`config.mk`:
```
export PLATFORM = sky130hd
export DESIGN_NAME = ptc_div
export DESIGN_NICKNAME = d
export VERILOG_FILES = /design/src/ptc_pkg.sv /design/src/ptc_div.sv
export SDC_FILE = /design/constraint.sdc
export NUM_CORES = 2
export LEC_CHECK = 0
export BUFFER_PORTS_ARGS = -buffer_cell sky130_fd_sc_hd__buf_2
export CORE_MARGIN = 2
export CORE_UTILIZATION = 55
export DETAILED_ROUTE_END_ITERATION = 6
export PLACE_DENSITY = 0.71
export SYNTH_ARGS = -nofsm -noshare
export SYNTH_HDL_FRONTEND = slang
export SYNTH_SLANG_ARGS = --single-unit
export TNS_END_PERCENT = 50
```
`constraint.sdc`:
```
create_clock -name clk -period 4.23 [get_ports clk]
set_input_delay 0.846 -clock clk [delete_from_list [all_inputs] [get_ports clk]]
set_output_delay 0.846 -clock clk [all_outputs]
set_load 0.005 [all_outputs]
```
`src/ptc_pkg.sv`:
```
// Package: shared types, constants and helpers for the compensation pipeline.
`timescale 1ns / 1ps
`default_nettype none
package ptc_pkg;

  localparam int unsigned DivW = 32;

  typedef struct packed {
    logic [15:0] t1;
    logic [15:0] t2;
    logic [15:0] t3;
    logic [15:0] p1;
    logic [63:0] plo;
    logic [63:0] phi;
  } coeff_t;

  typedef enum logic [2:0] {
    REG_T1   = 3'd0,
    REG_T2   = 3'd1,
    REG_T3   = 3'd2,
    REG_P1   = 3'd3,
    REG_PLO  = 3'd4,
    REG_PHI  = 3'd5
  } reg_idx_t;

  // 32-bit arithmetic right shift
  function automatic logic [31:0] asr(input logic [31:0] x, input int unsigned n);
    logic signed [31:0] s;
    s = signed'(x);
    return 32'(s >>> n);
  endfunction

  // sign extend 16 to 32
  function automatic logic [31:0] sx16(input logic [15:0] v);
    return {{16{v[15]}}, v};
  endfunction

endpackage
`default_nettype wire

```
`src/ptc_div.sv`:
```
// Pipelined restoring unsigned divider, one quotient bit per stage.
`timescale 1ns / 1ps
`default_nettype none
module ptc_div #(
  parameter int unsigned W = ptc_pkg::DivW
) (
  input  wire logic         clk,
  input  wire logic         en,
  input  wire logic [W-1:0] num,
  input  wire logic [W-1:0] den,
  output logic [W-1:0]      quo
);
  logic [W-1:0] n_r [W+1];
  logic [W-1:0] r_r [W+1];
  logic [W-1:0] d_r [W+1];

  always_comb begin
    n_r[0] = num;
    r_r[0] = '0;
    d_r[0] = den;
  end

  // each stage shifts in one numerator bit and tries a subtract
  for (genvar i = 0; i < W; i++) begin : g_st
    logic [W:0] rs;
    logic [W:0] df;
    always_comb begin
      rs = {r_r[i], n_r[i][W-1]};
      df = rs - {1'b0, d_r[i]};
    end
    logic [W-1:0] nq_r, rr_r, dd_r;
    always_ff @(posedge clk) begin
      if (en) begin
        dd_r <= d_r[i];
        nq_r <= {n_r[i][W-2:0], ~df[W]};
        rr_r <= df[W] ? rs[W-1:0] : df[W-1:0];
      end
    end
    always_comb begin
      n_r[i+1] = nq_r;
      r_r[i+1] = rr_r;
      d_r[i+1] = dd_r;
    end
  end

  assign quo = n_r[W];
endmodule
`default_nettype wire

```
==> results.json <==
{
  "status": "finished, violations left",
  "violations": "DRC",
  "holdCritPathClass": "input pin to flop",
  "die_w_um": 531,
  "max-vdd-ir-drop_mv": 0.496,
  "hold_viol_final": 0,
  "grt_max_degree": 112,
  "cp_num_buf_inv": 3,
  "nFillCells": 21068,
  "drc": 1,
  "start_util_pct": 55.3,
  "gp_congestion": 0.941,
  "ant_nets": 0,
  "placed_cell_area_um2": 160000,
  "clockRootBuffer": "clkbuf_16",
  "crit_required_ps": 4900,
  "synthCells": 11890,
  "synth_edf_count": 3008,
  "startpoint": "g_st[2].dd_r[2]",
  "grt_use_met2_pct": 40.6,
  "cp_cell_sequence": "inv_1 -> ha_1 -> nor2b_1 -> o31ai_2 -> a211oi_1 -> buf_4 -> o211ai_1 -> o21ai_1 -> a41o_1 -> a221o_1 -> nor2_1 -> a211o_1 -> buf_12 -> mux2i_1",
  "track_usage_pct": 22.9,
  "finalCritPeriodShare_pct": 98.8,
  "hold_buffers": 0,
  "p_per_area_nw_per_um2": 823,
  "clk_pin_slew_worst_paths_ps": 60,
  "vias": 93284,
  "hp-start": "num[6]",
  "path_class": "flop to flop",
  "crit_arrival_ps": 4850,
  "grt_pass1_wl_um": 517000,
  "wl_um": 331000,
  "yosysMostFrequentCell": "edfxtp_1",
  "maxSlewHeadroom_pct": 18.8,
  "cpMaxStageDelayCell": "edfxtp_1",
  "grt_pass1_vias": 92640,
  "syn_to_final_growth_pct": 11.5,
  "viasPerCell": 5.72,
  "first_pass_iters": 7,
  "dieArea_um2": 282000,
  "async_reset_ff_share_pct": 0,
  "drive_gt1_share_pct": 12.9,
  "worst_pin_slew_ps": 1210,
  "setup_tns_ps": 0,
  "num_rows": 193,
  "design_area_um2": 171000,
  "cpLargestDelayFamily": "compound AO/OA/AOI/OAI gates",
  "grt_busiest_layer": "met2",
  "finClkSkew_ps": 39.6,
  "overflow": 0,
  "power_mw": 140,
  "synth_ff_type": "edfxtp_1",
  "crit_path_start_kind": "flop",
  "fmaxAchievable_ghz": 0.239,
  "cts_buffers": 326,
  "syn_avg_cell_area_um2": 12.9,
  "netlist.area_leader.share_pct": 59.1,
  "slowest_delay_ps": 540,
  "report.final.slew_viol_count": 0,
  "io_buffers": 97,
  "path_max_fanout": 35,
  "yosysWarnings": 0,
  "drt_iter0_drc": 7238,
  "grt.met1_usage_pct": 28.9,
  "io_pins": 98,
  "critPathCaptureType": "flop",
  "rr_startpoint": "g_st[2].dd_r[2]",
  "synth_area_leaders": "edfxtp_1 59%, ha_1 8.1%, mux2_2 4.5%",
  "synth_largest_area_cell": "edfxtp_1",
  "syn_area_um2": 153000,
  "routedWlPerCell_um": 20.3,
  "setup_violations": 0,
  "antenna_found_initial": 3,
  "seq_area_frac_synth_pct": 59.1,
  "synth_cell_types": 106,
  "synth_seq_cells": 3008,
  "maxCapViolCount": 0,
  "core_um2": 276000,
  "clk_latency_ps": 920,
  "nNetsFinal": 13426,
  "cts_sinks": 3008,
  "die_h_um": 531,
  "synth_commonest_cells": "3008 x edfxtp_1, 1211 x inv_1, 993 x ha_1",
  "clock_path_buffers": 4,
  "whs_ps": 107,
  "cts_tree": "built",
  "leakage_nw": 68.9,
  "fin_crit_ps": 4180,
  "dpl.hpwl_um": 244000,
  "met3_usage_pct": 2.63,
  "htreeDepth": 5
}
## worst paths after layout
kind / end / slack, ps / cells after the start
worst max register to register: g_st[3].rr_r[1] / 50 / 14
worst min register to register: g_st[7].nq_r[28] / 390 / 0
worst max-delay path: g_st[3].rr_r[1] / 50 / 14
worst min-delay path: g_st[0].nq_r[7] / 110 / 1
## flip-flops by register name, summed over array words and instances (netlist names)
name,cells
g_st.dd_r,992
g_st.rr_r,992
g_st.nq_r,992
quo,32
## stage by stage
step           setup slack, ps  util [%]  cells
5_1_grt                  -88.1      61.7  16301
3_5_place_dp             -60.3      57.7  15692
3_3_place_gp              1.06      57.7  15692
2_1_floorplan              573         -  11904
6_report                  51.3      61.7  16301
4_1_cts                   8.50      61.5  16278
## where the power goes
group	leakage (nW)	switching (mW)	internal (mW)
Clock	5.12	11.7	16.4
Combinational	34.4	32.9	30.7
Sequential	29.4	5.16	43.6
Total	68.9	49.8	90.6
## layout by cell type, fill, tap and decap left out, types with 59 or more instances in the layout
cell          n
o31ai_1      80
a211oi_1     59
buf_4       156
edfxtp_1   3008
nor2_1      501
o21bai_1     77
xor2_1      291
buf_2        96
nand4_1      99
inv_1      1211
clkbuf_16   332
xnor2_1     508
and3_1       87
nand3_1     146
nand2_1     613
a21oi_1     825
nand2b_1    139
mux2_4       77
nor2b_1     140
mux2_2      618
a31oi_1      91
o21ai_0     587
buf_12       62
a21o_1      447
nor3_1       87
o21a_1      159
mux2i_1      67
ha_1        993
clkinv_1     67
## repair_timing
action / CTS / global route
endpoints found under the hold margin: 0 / 0
cloned: 0 / 4
resized for setup: 3 / 44
buffers inserted: 0 / 18
pin swaps: 1 / 16
setup endpoints to repair: 37 / 522
## final cells by class
class	instances	area (um2)	area share, %
sequential	3008	90300	52.9
timing repair buffer	319	3000	1.76
multi-input combinational	7469	57500	33.7
clock inverter	202	2130	1.25
clock buffer	384	8420	4.93
antenna	1	2.50	0.00147
tap	3705	4640	2.72
inverter	1213	4550	2.67
## routing by layer
metal,up-vias,wire [um]
met3,715,12800
met5,-,0
met4,0,12500
met2,2221,167000
met1,45386,138000
li1,44962,-
## worst reg2reg max path, delay by kind of cell (launching register included)
family	cells	cell delay [ps]
AO/OA/AOI/OAI	7	1800
flip-flops	1	540
buffers and inverters	3	490
multiplexers	1	490
adder cells (fa/ha/maj)	1	330
AND/OR/NAND/NOR	2	310
## cell families (layout without fill, tap and decap cells)
| logic type | count (synthesis) | in the layout | synth area share (%) |
|---|---|---|---|
| fa+ha+maj | 1023 | 1023 | 8.52 |
| xor+xnor | 818 | 818 | 4.73 |
| buf+inv | 1427 | 2118 | 3.66 |
| simple gates | 2025 | 2025 | 6.37 |
| mux | 778 | 778 | 5.86 |
| flops | 3008 | 3008 | 59.1 |
| compound gates | 2810 | 2810 | 11.8 |
| other cells | 1 | 16 | 0.00245 |
No activity file was read; power rests on OpenSTA's default activity.
